## config.mk

```make
export PLATFORM = sky130hd
export DESIGN_NAME = aws_back
export DESIGN_NICKNAME = d
export VERILOG_FILES = /design/src/rtl/aws_pkg.sv /design/src/rtl/aws_back.sv
export SDC_FILE = /design/constraint.sdc
export NUM_CORES = 1
export LEC_CHECK = 0
export ABC_AREA = 1
export BUFFER_PORTS_ARGS = -buffer_cell sky130_fd_sc_hd__buf_2
export CORE_MARGIN = 10
export CORE_UTILIZATION = 24
export DETAILED_ROUTE_END_ITERATION = 8
export PLACE_DENSITY_LB_ADDON = 0.05
export SYNTH_ARGS = -nofsm -noshare
export SYNTH_HDL_FRONTEND = slang
export SYNTH_SLANG_ARGS = --single-unit
```

## constraint.sdc

```tcl
create_clock -name clk -period 5.3 [get_ports clk]
set_input_delay 0.795 -clock clk [delete_from_list [all_inputs] [get_ports clk]]
set_output_delay 0.795 -clock clk [all_outputs]
set_load 0.005 [all_outputs]
```

## src/rtl/aws_pkg.sv

```systemverilog
// Shared types and constants for the affine warp splat block.
// Used by every module in rtl/; depends on nothing else.
package aws_pkg;

  localparam int MAX_DIM   = 4096;
  localparam int MAX_SPLAT = 4;
  localparam int FRAC_BITS = 16;

  localparam int COORD_W = 12;
  localparam int DIM_W   = 13;
  localparam int GAIN_W  = 32;
  localparam int COLOR_W = 8;
  localparam int SIDE_W  = $clog2(MAX_SPLAT + 1);
  localparam int PROD_W  = GAIN_W + COORD_W + 1;
  localparam int ACC_W   = PROD_W + 1;
  localparam int CLIP_W  = GAIN_W + 2;

  localparam int QDEPTH = 4;
  localparam int PTR_W  = $clog2(QDEPTH);
  localparam int CNT_W  = $clog2(QDEPTH + 1);

  localparam int IDX_W = 3;
  localparam logic [IDX_W-1:0] REG_COL_GAIN_X = 3'd0;
  localparam logic [IDX_W-1:0] REG_COL_GAIN_Y = 3'd1;
  localparam logic [IDX_W-1:0] REG_COL_OFFSET = 3'd2;
  localparam logic [IDX_W-1:0] REG_ROW_GAIN_X = 3'd3;
  localparam logic [IDX_W-1:0] REG_ROW_GAIN_Y = 3'd4;
  localparam logic [IDX_W-1:0] REG_ROW_OFFSET = 3'd5;
  localparam logic [IDX_W-1:0] REG_DEST_COLS  = 3'd6;
  localparam logic [IDX_W-1:0] REG_DEST_ROWS  = 3'd7;

  typedef struct packed {
    logic signed [GAIN_W-1:0] col_gain_x;
    logic signed [GAIN_W-1:0] col_gain_y;
    logic signed [GAIN_W-1:0] col_offset;
    logic signed [GAIN_W-1:0] row_gain_x;
    logic signed [GAIN_W-1:0] row_gain_y;
    logic signed [GAIN_W-1:0] row_offset;
    logic [DIM_W-1:0]         dest_cols;
    logic [DIM_W-1:0]         dest_rows;
  } cfg_t;

  // One clipped splat window, ready for scanning.
  typedef struct packed {
    logic [COORD_W-1:0] rs;
    logic [COORD_W-1:0] re;
    logic [COORD_W-1:0] cs;
    logic [COORD_W-1:0] ce;
    logic [COLOR_W-1:0] red;
    logic [COLOR_W-1:0] green;
    logic [COLOR_W-1:0] blue;
  } win_t;

endpackage

```

## src/rtl/aws_back.sv

```systemverilog
// Back end: scans one clipped window row-major and issues one write per cycle.
// Depends on aws_pkg.
module aws_back (
  input  logic                        clk,
  input  logic                        rst,
  input  aws_pkg::win_t               head,
  input  logic                        q_valid,
  output logic                        pop,
  output logic                        strobe,
  output logic [aws_pkg::COORD_W-1:0] write_col,
  output logic [aws_pkg::COORD_W-1:0] write_row,
  output logic [aws_pkg::COLOR_W-1:0] write_red,
  output logic [aws_pkg::COLOR_W-1:0] write_green,
  output logic [aws_pkg::COLOR_W-1:0] write_blue,
  output logic                        last_write
);

  logic active;
  aws_pkg::win_t cur;
  logic [aws_pkg::COORD_W-1:0] row, col;
  logic last_pos;

  // The window is already clipped, so its far corner is the final write.
  assign last_pos = active && (row == cur.re) && (col == cur.ce);
  assign pop      = q_valid && (!active || last_pos);

  always_ff @(posedge clk) begin
    if (rst) begin
      active <= 1'b0;
      strobe <= 1'b0;
    end else begin
      strobe <= active;
      if (pop) begin
        active <= 1'b1;
      end else if (last_pos) begin
        active <= 1'b0;
      end
    end
  end

  always_ff @(posedge clk) begin
    if (pop) begin
      cur <= head;
      row <= head.rs;
      col <= head.cs;
    end else if (active) begin
      if (col == cur.ce) begin
        col <= cur.cs;
        row <= row + 1'b1;
      end else begin
        col <= col + 1'b1;
      end
    end
    write_col   <= col;
    write_row   <= row;
    write_red   <= cur.red;
    write_green <= cur.green;
    write_blue  <= cur.blue;
    last_write  <= last_pos;
  end

endmodule

```

==> impl_metrics.yaml <==
cells_and_area:
  drive_gt1_share_pct: 27.82
  syn2layout_area_growth_pct: 31.33
  antenna_cells: 0
  nets: 650
floorplan:
  die_h_microns: 163.8
  rows: 52
  initial_core_util_pct: 24.45
  ioPinCount: 126
  core_area_sq_um: 20300
  die_w_microns: 163.8
  die-area_sq_um: 26830
global_routing:
  grt_pass1_wl_microns: 20110
  grt_overflow_total: 0
  grt_pass1_vias: 3596
  antenna_found_initial: 0
  grt_max_degree: 49
  track_usage_pct: 9.963
timing:
  fin_crit_sh_pct: 68.24
  setup_violations: 0
  finClkSkew_ns: 0.008362
  slew_headroom_pct: 53.30
  slew_viol_final: 0
  worstMarginPinSlew_ns: 0.7005
  period_minus_slack_ns: 3.617
  rsz0062_at_grt: "false"
  fmax_mhz: 276.5
  final_hold_viol_count: 0
  fin_tns_setup_ns: 0
logic_synthesis:
  synthArstFlopShare_pct: 0
  synth-edff-count: 84
  synth.distinct_cells: 22
  synthTopCellsByCount: "131 x nand2_1, 84 x edfxtp_1, 51 x dfxtp_1"
  avgSynthCellArea_sq_um: 11.41
  synth_top_area_share_pct: 50.82
  yosys-top-cells-area: "edfxtp_1 51%, dfxtp_1 21%, nand2_1 9.9%, xor2_1 4.1%, nand3_1 3.7%"
  synth_nets: 512
  yosysSeqAreaShare_pct: 71.39
  synth_top_cell_by_area: "edfxtp_1"
  synth_ff_type: "edfxtp_1"
  synth_area_sq_um: 4964
  synth-seq-cells: 135
  yosysMostFrequentCell: "nand2_1"
  syn_inst: 435
  synth_warnings: 0
worst_setup_path:
  critPathRequiredTime_ns: 4.51
  cp.arrival_ns: 2.82
  startpoint_type: "register"
  worst_setup_path_end_kind: "output port"
  crit_type: "reg -> out"
  path_max_fanout: 26
routing:
  drt-pass1-iter-count: 4
  dr.first_iter.drc_count: 130
  drc: 0
  ant_nets: 0
  vias: 3330
  drt-total-wl_microns: 13140
  avgRoutedWirePerCell_microns: 15.35
  via_per_inst: 3.890
clock_network:
  clk_path_buf_depth: 2
  cts_buffers: 17
  cts_root_buffer: "clkbuf_16"
  clk_latency_ns: 0.42
  clock_sinks: 135
  cts_resized: 0
  cts_setup_buffers: 0
  h-tree-depth: 4
  cts_tree: "yes"
  clkSlewWorstSetupHoldPaths_ns: 0.06
  cts_hold_buf: 0
power:
  power_mw: 2.754
  vdd_ir_drop_max_mv: 0.1978
  p_leak_nw: 2.873
  power_density_nw_per_um2: 422.4
run:
  drv_cap: 0
place:
  port_buffers: 125
  dp_hpwl_microns: 9493
  place.gp.congestion: 0.7683
hold_path:
  worstHoldPathType: "reg -> reg"
run_status:
  status: "finished, final reports clean"
==> path summary, 6_finish.rpt <==
path | start | to | slack [ns] | cells past startpoint
max | col[2]$_DFFE_PP_ | pop | 1.68 | 10
min | cur[16]$_DFFE_PP_ | write_red[0]$_DFF_P_ | 0.34 | 0
max reg2reg | col[2]$_DFFE_PP_ | cur[52]$_DFFE_PP_ | 2.05 | 10
min reg2reg | cur[16]$_DFFE_PP_ | write_red[0]$_DFF_P_ | 0.34 | 0
==> power breakdown <==
group | total (mW) | internal [mW] | switching [mW]
clock | 1.24 | 0.770 | 0.470
sequential | 1.27 | 1.22 | 0.0550
combinational | 0.240 | 0.101 | 0.138
total | 2.75 | 2.09 | 0.664
==> kinds of logic after synthesis <==
| kind of cell | after synthesis | share of synthesized area [%] |
|---|---|---|
| flip-flops | 135 | 71.39 |
| AO/OA/AOI/OAI | 16 | 1.765 |
| adder cells (fa/ha/maj) | 2 | 0.5041 |
| XOR/XNOR | 29 | 5.117 |
| buffers and inverters | 52 | 4.462 |
| AND/OR/NAND/NOR | 201 | 16.76 |
==> layer usage <==
layer | GRT usage [%] | routed length, microns
met5 | 0 | 0
met2 | 16.01 | 6334
met4 | 3.818 | 160
met1 | 11.91 | 5924
met3 | 3.680 | 724
==> final cells by class <==
type,count,area [sq um]
clock inverter,11,136.4
sequential,135,3543
clock buffer,21,493.0
timing repair buffer,128,648.1
multi-input combinational,248,1199
fill,2177,13780
tap,270,337.8
inverter,43,161.4
==> through the flow <==
step	hold slack, ns	worst slack [ns]	util (%)	area (sq um)	cells
after floorplan	0.3233	1.982	-	4964	435
after global placement	0.3243	1.976	29.01	5889	824
after detailed placement	0.3269	1.950	29.01	5889	824
after CTS	0.3395	1.592	32.11	6519	856
after global routing	0.3437	1.382	32.11	6519	856
final	0.3392	1.683	32.11	6519	856
==> sequential cells by signal (all words and copies together), names as in the netlist <==
name,count
write_red,8
write_green,8
last_write,1
row,12
active,1
write_col,12
strobe,1
write_row,12
cur,60
col,12
write_blue,8
==> critical path: stages, from the launching register on <==
cell,delay (ns)
edfxtp_1,0.51
xnor2_1,0.18
nand2_1,0.07
nor2_1,0.12
nand2_1,0.10
nor2_2,0.17
nand2_1,0.12
nand2_4,0.30
nand2_4,0.28
inv_2,0.35
buf_2,0.19
==> placed cells by master (no fill, tap or decap), drive strengths merged, types with 6 or more instances in the layout <==
cell type / count
buf: 128
clkbuf: 21
clkinv: 6
dfxtp: 51
edfxtp: 84
inv: 45
nand2: 133
nand3: 37
nor2: 24
o21ai: 12
xnor2: 6
xor2: 23
Note: power is estimated with default switching activity, not from simulation.
