==> src/rtl/aws_pkg.sv <==
// Shared types and constants for the affine warp splat block.
// Used by every module in rtl/; depends on nothing else.
package aws_pkg;

  localparam int MAX_DIM   = 4096;
  localparam int MAX_SPLAT = 4;
  localparam int FRAC_BITS = 16;

  localparam int COORD_W = 12;
  localparam int DIM_W   = 13;
  localparam int GAIN_W  = 32;
  localparam int COLOR_W = 8;
  localparam int SIDE_W  = $clog2(MAX_SPLAT + 1);
  localparam int PROD_W  = GAIN_W + COORD_W + 1;
  localparam int ACC_W   = PROD_W + 1;
  localparam int CLIP_W  = GAIN_W + 2;

  localparam int QDEPTH = 4;
  localparam int PTR_W  = $clog2(QDEPTH);
  localparam int CNT_W  = $clog2(QDEPTH + 1);

  localparam int IDX_W = 3;
  localparam logic [IDX_W-1:0] REG_COL_GAIN_X = 3'd0;
  localparam logic [IDX_W-1:0] REG_COL_GAIN_Y = 3'd1;
  localparam logic [IDX_W-1:0] REG_COL_OFFSET = 3'd2;
  localparam logic [IDX_W-1:0] REG_ROW_GAIN_X = 3'd3;
  localparam logic [IDX_W-1:0] REG_ROW_GAIN_Y = 3'd4;
  localparam logic [IDX_W-1:0] REG_ROW_OFFSET = 3'd5;
  localparam logic [IDX_W-1:0] REG_DEST_COLS  = 3'd6;
  localparam logic [IDX_W-1:0] REG_DEST_ROWS  = 3'd7;

  typedef struct packed {
    logic signed [GAIN_W-1:0] col_gain_x;
    logic signed [GAIN_W-1:0] col_gain_y;
    logic signed [GAIN_W-1:0] col_offset;
    logic signed [GAIN_W-1:0] row_gain_x;
    logic signed [GAIN_W-1:0] row_gain_y;
    logic signed [GAIN_W-1:0] row_offset;
    logic [DIM_W-1:0]         dest_cols;
    logic [DIM_W-1:0]         dest_rows;
  } cfg_t;

  // One clipped splat window, ready for scanning.
  typedef struct packed {
    logic [COORD_W-1:0] rs;
    logic [COORD_W-1:0] re;
    logic [COORD_W-1:0] cs;
    logic [COORD_W-1:0] ce;
    logic [COLOR_W-1:0] red;
    logic [COLOR_W-1:0] green;
    logic [COLOR_W-1:0] blue;
  } win_t;

endpackage

==> src/rtl/aws_queue.sv <==
// Short window queue between the front end and the scanner.
// Depends on aws_pkg.
module aws_queue (
  input  logic                      clk,
  input  logic                      rst,
  input  logic                      push,
  input  aws_pkg::win_t             push_win,
  input  logic                      pop,
  output aws_pkg::win_t             head,
  output logic                      q_valid,
  output logic [aws_pkg::CNT_W-1:0] q_count
);

  aws_pkg::win_t mem [aws_pkg::QDEPTH];
  logic [aws_pkg::PTR_W-1:0] rd_ptr, wr_ptr;
  logic [aws_pkg::CNT_W-1:0] count;
  logic do_pop;

  assign do_pop  = pop && (count != '0);
  assign q_valid = count != '0;
  assign q_count = count;
  assign head    = mem[rd_ptr];

  always_ff @(posedge clk) begin
    if (push) begin
      mem[wr_ptr] <= push_win;
    end
  end

  always_ff @(posedge clk) begin
    if (rst) begin
      rd_ptr <= '0;
      wr_ptr <= '0;
      count  <= '0;
    end else begin
      if (push) begin
        wr_ptr <= wr_ptr + 1'b1;
      end
      if (do_pop) begin
        rd_ptr <= rd_ptr + 1'b1;
      end
      if (push && !do_pop) begin
        count <= count + 1'b1;
      end else if (do_pop && !push) begin
        count <= count - 1'b1;
      end
    end
  end

endmodule

==> config.mk <==
export PLATFORM = sky130hd
export DESIGN_NAME = aws_queue
export DESIGN_NICKNAME = d
export VERILOG_FILES = /design/src/rtl/aws_pkg.sv /design/src/rtl/aws_queue.sv
export SDC_FILE = /design/constraint.sdc
export NUM_CORES = 1
export LEC_CHECK = 0
export CELL_PAD_IN_SITES_DETAIL_PLACEMENT = 1
export CELL_PAD_IN_SITES_GLOBAL_PLACEMENT = 2
export CORE_AREA = 2 2 180 182
export CTS_CLUSTER_SIZE = 8
export DETAILED_ROUTE_END_ITERATION = 7
export DIE_AREA = 0 0 182 184
export DONT_BUFFER_PORTS = 1
export GPL_ROUTABILITY_DRIVEN = 1
export PLACE_DENSITY_LB_ADDON = 0.1
export SLEW_MARGIN = 25
export SYNTH_ARGS = -nofsm -noshare
export SYNTH_HDL_FRONTEND = slang
export SYNTH_SLANG_ARGS = --single-unit
==> constraint.sdc <==
create_clock -name clk -period 5.2 [get_ports clk]
set_input_delay 0.52 -clock clk [delete_from_list [all_inputs] [get_ports clk]]
set_output_delay 0.52 -clock clk [all_outputs]
set_load 0.1 [all_outputs]
==> metrics.md, run 1 <==
| Metric | Value |
|---|---|
| Setup TNS | 0 ns |
| Clk buf depth | 3 |
| PortBufs | 0 |
| Syn avg cell area | ~26 um^2 |
| CP endpoint kind | output port |
| Pwr/cell area | 639 nW/um^2 |
| Mapped Area | around 11000 um^2 |
| Critical Path RT | 4.68 ns |
| Final HPWL DP | ~13000 um |
| Hold Crit Class | in -> reg |
| Syn Inst Count | ~420 |
| Root Buffer | clkbuf_16 |
| DRT Pass-1 Iters | 4 |
| Final Hold Fails | 0 |
| Slew Viols, Final | 0 |
| Tcrit/Tclk final | 0.629 |
| Register bit total from synthesis | ~300 |
| Cell variety after synth | 21 |
| Die area | 33500 um^2 |
| GP Congestion | roughly 0.68 |
| CTS buffer count | 43 |
| Run status | finished, final reports clean |
| WS Path Type | reg -> out |
| Initial antenna violation count | 0 |
| Final instance area | 12500 um^2 |
| VDD IR max | a little under 0.0004 V |
| Core area | approximately 31000 um^2 |
| H-tree Lvls | 2 |
| WL final | between 20000 and 25000 um |
| Hold_ws | 0.0647 ns |
| Top delay family on crit path | flip-flops |
| Tmin final | 3.27 ns |
| Worst-Margin Slew | around 1.1 ns |
| Post-layout power | 7990 uW |
| Nets@finish | 537 |
| GRT Total Usage | 0.135 |
| Layout area overhead | 14.7% |
| Crit Path Max Fanout | 52 |
| CTS sink count | 297 |
| Initial Utilization | 0.347 |
| Syn_nets | ~500 |
| Startpoint Class | register |
| Pin count of the biggest net entering global routing | 53 |
| Setup Fix Bufs, Post-CTS | 0 |
| Slowest cell on the critical path | dfxtp_4 |
| Worst path max stage delay | 0.90 ns |
| Overflow after GRT | 0 |
| RSZ-0062 raised after global routing | no |
| First-pass GRT wire length | roughly 33000 um |
| Crit path depth | 2 |
| Critical path cell sequence | buf_4 > mux4_1 |
| # IOs | around 150 |
| Clock skew | about 0.011 ns |
| Hold Buf Count CTS | 0 |
| Die Ht | about 180 um |
| Post_cts resized | 0 |
| Syn. warnings | 0 |
| Residual DRC | 0 |
| Post-DRT Antenna Nets | 0 |
| Cell area after placement | around 11000 um^2 |
| Hold Path Depth | 1 |
| Fin util | 0.398 |
| Seq/Total Area, Yosys | 0.810 |
| Max Fclk | between 0.3 and 0.4 GHz |
| Final setup fails | 0 |
| Worst-path clk slew | ~0.050 ns |
| DRT iter0 DRCs | between 150 and 200 |
| Via density | 5.05 |
| Std cell rows | 65 |
| Clock Latency Late Sink | between 0.5 and 0.6 ns |
| Static Leakage | between 0.003 and 0.004 uW |
| Max-cap viol count | 0 |
| CTS tree | yes |
| Vias in the first global route | slightly above 5000 |
| Layout cells sized above 1 | 0.280 |
| Crit path DAT | between 2 and 3 ns |
| Worst path bufs/invs | 1 |
| FF-to-FF path depth | 7 |
| Max-slew headroom | 0.279 |
| Ant diodes | 0 |
| DR vias | 4416 |
| DR WL/cell | 25.0 um |
| Die width | ~180 um |
## cells by family (layout without fill, tap and decap cells)
group,Yosys count,count (layout),synth area share
flops,297,297,0.810
simple gates,13,13,0.00585
buf+inv,20,73,0.0188
compound gates,4,4,0.00241
mux,74,74,0.151
fa+ha+maj,6,6,0.00758
xor+xnor,5,5,0.00402
## power breakdown
| part | internal [uW] | leakage (uW) | switching (uW) |
|---|---|---|---|
| logic | 473 | 0.000563 | 2090 |
| registers | 2770 | 0.00272 | 183 |
| clock network | 1550 | 0.000578 | 921 |
| total | 4800 | 0.00386 | 3190 |
## synthesized netlist by cell type, drive strengths merged
cell type	number	area, um^2
nor2	7	26.3
fa	1	20.0
o21ai	1	5.00
xor2	4	35.0
or3	2	12.5
dfxtp	9	180
and2	4	25.0
mux4	72	1630
o311ai	1	8.76
buf	15	186
inv	3	11.3
edfxtp	288	8650
xnor2	1	8.76
mux2i	2	20.0
ha	5	62.6
a21oi	1	5.00
o31ai	1	7.51
clkbuf	2	7.51
## path summary, 6_finish.rpt
| check | slack [ns] | start | endpoint |
|---|---|---|---|
| max | 1.93 | register | head[61] |
| max reg2reg | 2.62 | q_count[2] | q_count[2] |
| min | 0.06 | rst | q_count[1] |
| min reg2reg | 0.53 | rd_ptr[0] | register |
## layout make-up
type                    instances  area, um^2
flip-flops and latches        297        8840
multi-input cells             102        1880
clock buffers                  61        1190
well taps                     402         503
inverters                       3        11.3
fillers                      2894       18900
clock inverters                 1        8.76
repair buffers                  8        80.1
## state kept, by name, summed over array words and instances, names as in the netlist, named ones only
register / cells
rd_ptr: 2
q_count: 3
wr_ptr: 2
mem: 288
## routing by layer
metal | wire length, um | global-route usage | up-vias
met1 | 8220 | 0.151 | 2367
met2 | 11000 | 0.230 | 140
met4 | 478 | 0.0432 | 0
met3 | 2120 | 0.0606 | 41
li1 | - | - | 1868
met5 | 0 | 0 | -
## worst register-to-register path: cells and delay by family, from the launching register on
family / cells / cell delay [ns]
AND/OR/NAND/NOR: 1 / 0.30
flip-flops: 1 / 0.67
adder cells (fa/ha/maj): 2 / 0.64
buffers and inverters: 1 / 0.06
XOR/XNOR: 1 / 0.15
AO/OA/AOI/OAI: 2 / 0.68
## metrics by stage
step                      worst slack (ns)  cells
after detailed placement              2.37    812
after global routing                  1.75    874
final                                 1.93    874
after CTS                             1.79    874
after floorplan                       2.54    419
after global placement                2.21    811
## placed cells by master, fill, tap and decap left out
| master | instances |
|---|---|
| dfxtp_4 | 2 |
| a21oi_1 | 1 |
| clkbuf_1 | 16 |
| mux2i_1 | 2 |
| nor2_1 | 7 |
| inv_1 | 3 |
| o31ai_1 | 1 |
| fa_1 | 1 |
| and2_4 | 4 |
| xor2_1 | 4 |
| ha_1 | 5 |
| xnor2_1 | 1 |
| o311ai_0 | 1 |
| or3_1 | 2 |
| clkinv_4 | 1 |
| mux4_2 | 70 |
| buf_16 | 1 |
| o21ai_0 | 1 |
| dfxtp_2 | 2 |
| dfxtp_1 | 5 |
| clkbuf_16 | 45 |
| buf_4 | 7 |
| edfxtp_1 | 288 |
| mux4_1 | 2 |
No activity file was read; power rests on OpenSTA's default activity.
==> run 2: changes to the inputs <==
==> constraint.sdc (replaced) <==
create_clock -name clk -period 3.05 [get_ports clk]
set_input_delay 0.305 -clock clk [delete_from_list [all_inputs] [get_ports clk]]
set_output_delay 0.305 -clock clk [all_outputs]
set_load 0.1 [all_outputs]
==> metrics.md, run 2 (same netlist as run 1, synthesis figures left out) <==
| Metric | Value |
|---|---|
| Max-cap viol count | 0 |
| Vias in the first global route | ~5500 |
| Post-DRT Antenna Nets | 0 |
| Setup TNS | 0 ns |
| PortBufs | 0 |
| Place WS | 0.913 ns |
| Hold Path Depth | 3 |
| Tcrit/Tclk final | 0.845 |
| WS Path Type | reg -> out |
| CTS tree | yes |
| Via density | 4.94 |
| Die width | 182 um |
| FF-to-FF path depth | 7 |
| Slew Viols, Final | 0 |
| Initial antenna violation count | 0 |
| Clock skew | around 0.012 ns |
| Pin count of the biggest net entering global routing | 38 |
| Startpoint Class | register |
| Root Buffer | clkbuf_16 |
| Clk buf depth | 3 |
| Die area | 33500 um^2 |
| Critical Path RT | between 2 and 3 ns |
| Overflow after GRT | 0 |
| DR vias | 4729 |
| Core area | roughly 31000 um^2 |
| Placed Cells | around 820 |
| DRT iter0 DRCs | between 300 and 400 |
| Pwr/cell area | a little over 1000 nW/um^2 |
| WL final | ~22000 um |
| Layout area overhead | 22.9% |
| Residual DRC | 0 |
| DR WL/cell | approximately 23 um |
| Static Leakage | about 0.0042 uW |
| Top reg by flops | mem |
| Worst r2r src | q_count[1] |
| GRT Total Usage | 0.133 |
| RSZ-0062 raised after global routing | no |
| Final setup fails | 0 |
| GP Congestion | slightly above 0.7 |
| Cell Count, Final, Fillers Out | about 960 |
| # IOs | 152 |
| H-tree Lvls | 2 |
| Hold Crit Class | in -> reg |
| Min-Delay Endpoint | rd_ptr[0] |
| Final Hold Fails | 0 |
| R2R Setup Slk | 0.93 ns |
| Worst-Margin Slew | between 1 and 1.5 ns |
| Layout cells sized above 1 | 0.254 |
| Final WS setup | ~0.47 ns |
| Clock Latency Late Sink | approximately 0.51 ns |
| First-pass GRT wire length | 33200 um |
| CTS buffer count | 43 |
| Most frequent cells in the layout | edfxtp_1, dlygate4sd3_1, mux4_2, clkbuf_16, clkbuf_1 |
| Crit Path Max Fanout | 28 |
| Max-slew headroom | 0.325 |
| Worst-path clk slew | about 0.050 ns |
| Run status | finished, final reports clean |
| Nets@finish | just over 600 |
| Most common cell after layout, fill and taps aside | edfxtp_1 |
| HP Start | pop |
| Die Ht | between 150 and 200 um |
| CP endpoint kind | output port |
| Max Fclk | between 0.3 and 0.4 GHz |
| CTS sink count | between 200 and 300 |
| Tmin final | around 2.6 ns |
| Post_cts resized | 0 |
| DRT Pass-1 Iters | 4 |
| VDD IR max | between 0.0005 and 0.0006 V |
| Final HPWL DP | about 13000 um |
| R2R Path End | q_count[2] |
| Crit path DAT | 2.27 ns |
| Fin util | 0.427 |
| Std cell rows | between 60 and 70 |
| Number of flip-flops in the largest register | about 290 |
| Ant diodes | 0 |
| Initial Utilization | 0.347 |
==> run 2: worst max-delay path by stage <==
| stage | startpoint | endpoint | slack [ns] | cells after the start |
|---|---|---|---|---|
| 4_1_cts | register | head[12] | 0.37 | 2 |
| 5_1_grt | register | head[7] | 0.33 | 2 |
| 2_1_floorplan | wr_ptr[0] | mem[0][0] | 0.39 | 3 |
| 3_5_place_dp | register | head[12] | 0.91 | 2 |
| 3_3_place_gp | register | head[12] | 0.93 | 2 |
| 6_report | register | head[12] | 0.47 | 2 |
==> run 2: routing by layer <==
layer / global-route usage / part of all wire / vias to the layer above
li1: - / - / 2022
met4: 0.0455 / 0.025 / 0
met2: 0.219 / 0.50 / 137
met5: 0 / 0 / -
met1: 0.166 / 0.41 / 2523
met3: 0.0440 / 0.071 / 47
==> run 2: stage by stage <==
| step | hold slack [ns] | area, um^2 | power (uW) |
|---|---|---|---|
| 6_report | 0.0801 | 13400 | 13900 |
| 5_1_grt | 0.0977 | 13400 | 14400 |
| 4_1_cts | 0.0566 | 13400 | 14100 |
| 3_5_place_dp | 0.376 | 11400 | 9630 |
| 3_3_place_gp | 0.374 | 11400 | 9610 |
| 2_1_floorplan | 0.404 | 10900 | 9320 |
==> run 2: area by class of cell <==
class,instances,area (um^2)
Clock inverter,2,35.0
Tap cell,402,503
Sequential cell,297,8840
Inverter,3,11.3
Timing Repair Buffer,92,951
Fill cell,2873,18000
Clock buffer,60,1180
Multi-Input combinational cell,102,1880
==> run 2: worst max-delay path: stages, from the launching register on <==
cell and delay [ns]:
dfxtp_4 0.59, buf_4 0.48, mux4_2 0.67
==> run 2: power breakdown <==
part | internal [uW] | switching [uW] | leakage, uW
clock | 2720 | 1570 | 0.000590
sequential | 4720 | 130 | 0.00272
combinational | 920 | 3810 | 0.000937
total | 8370 | 5510 | 0.00425
==> run 2: timing repair <==
item | CTS | global route
hold endpoints to repair | 297 | 0
hold buffers | 74 | 0
setup endpoints to repair | 0 | 0
setup buffers | 0 | 0
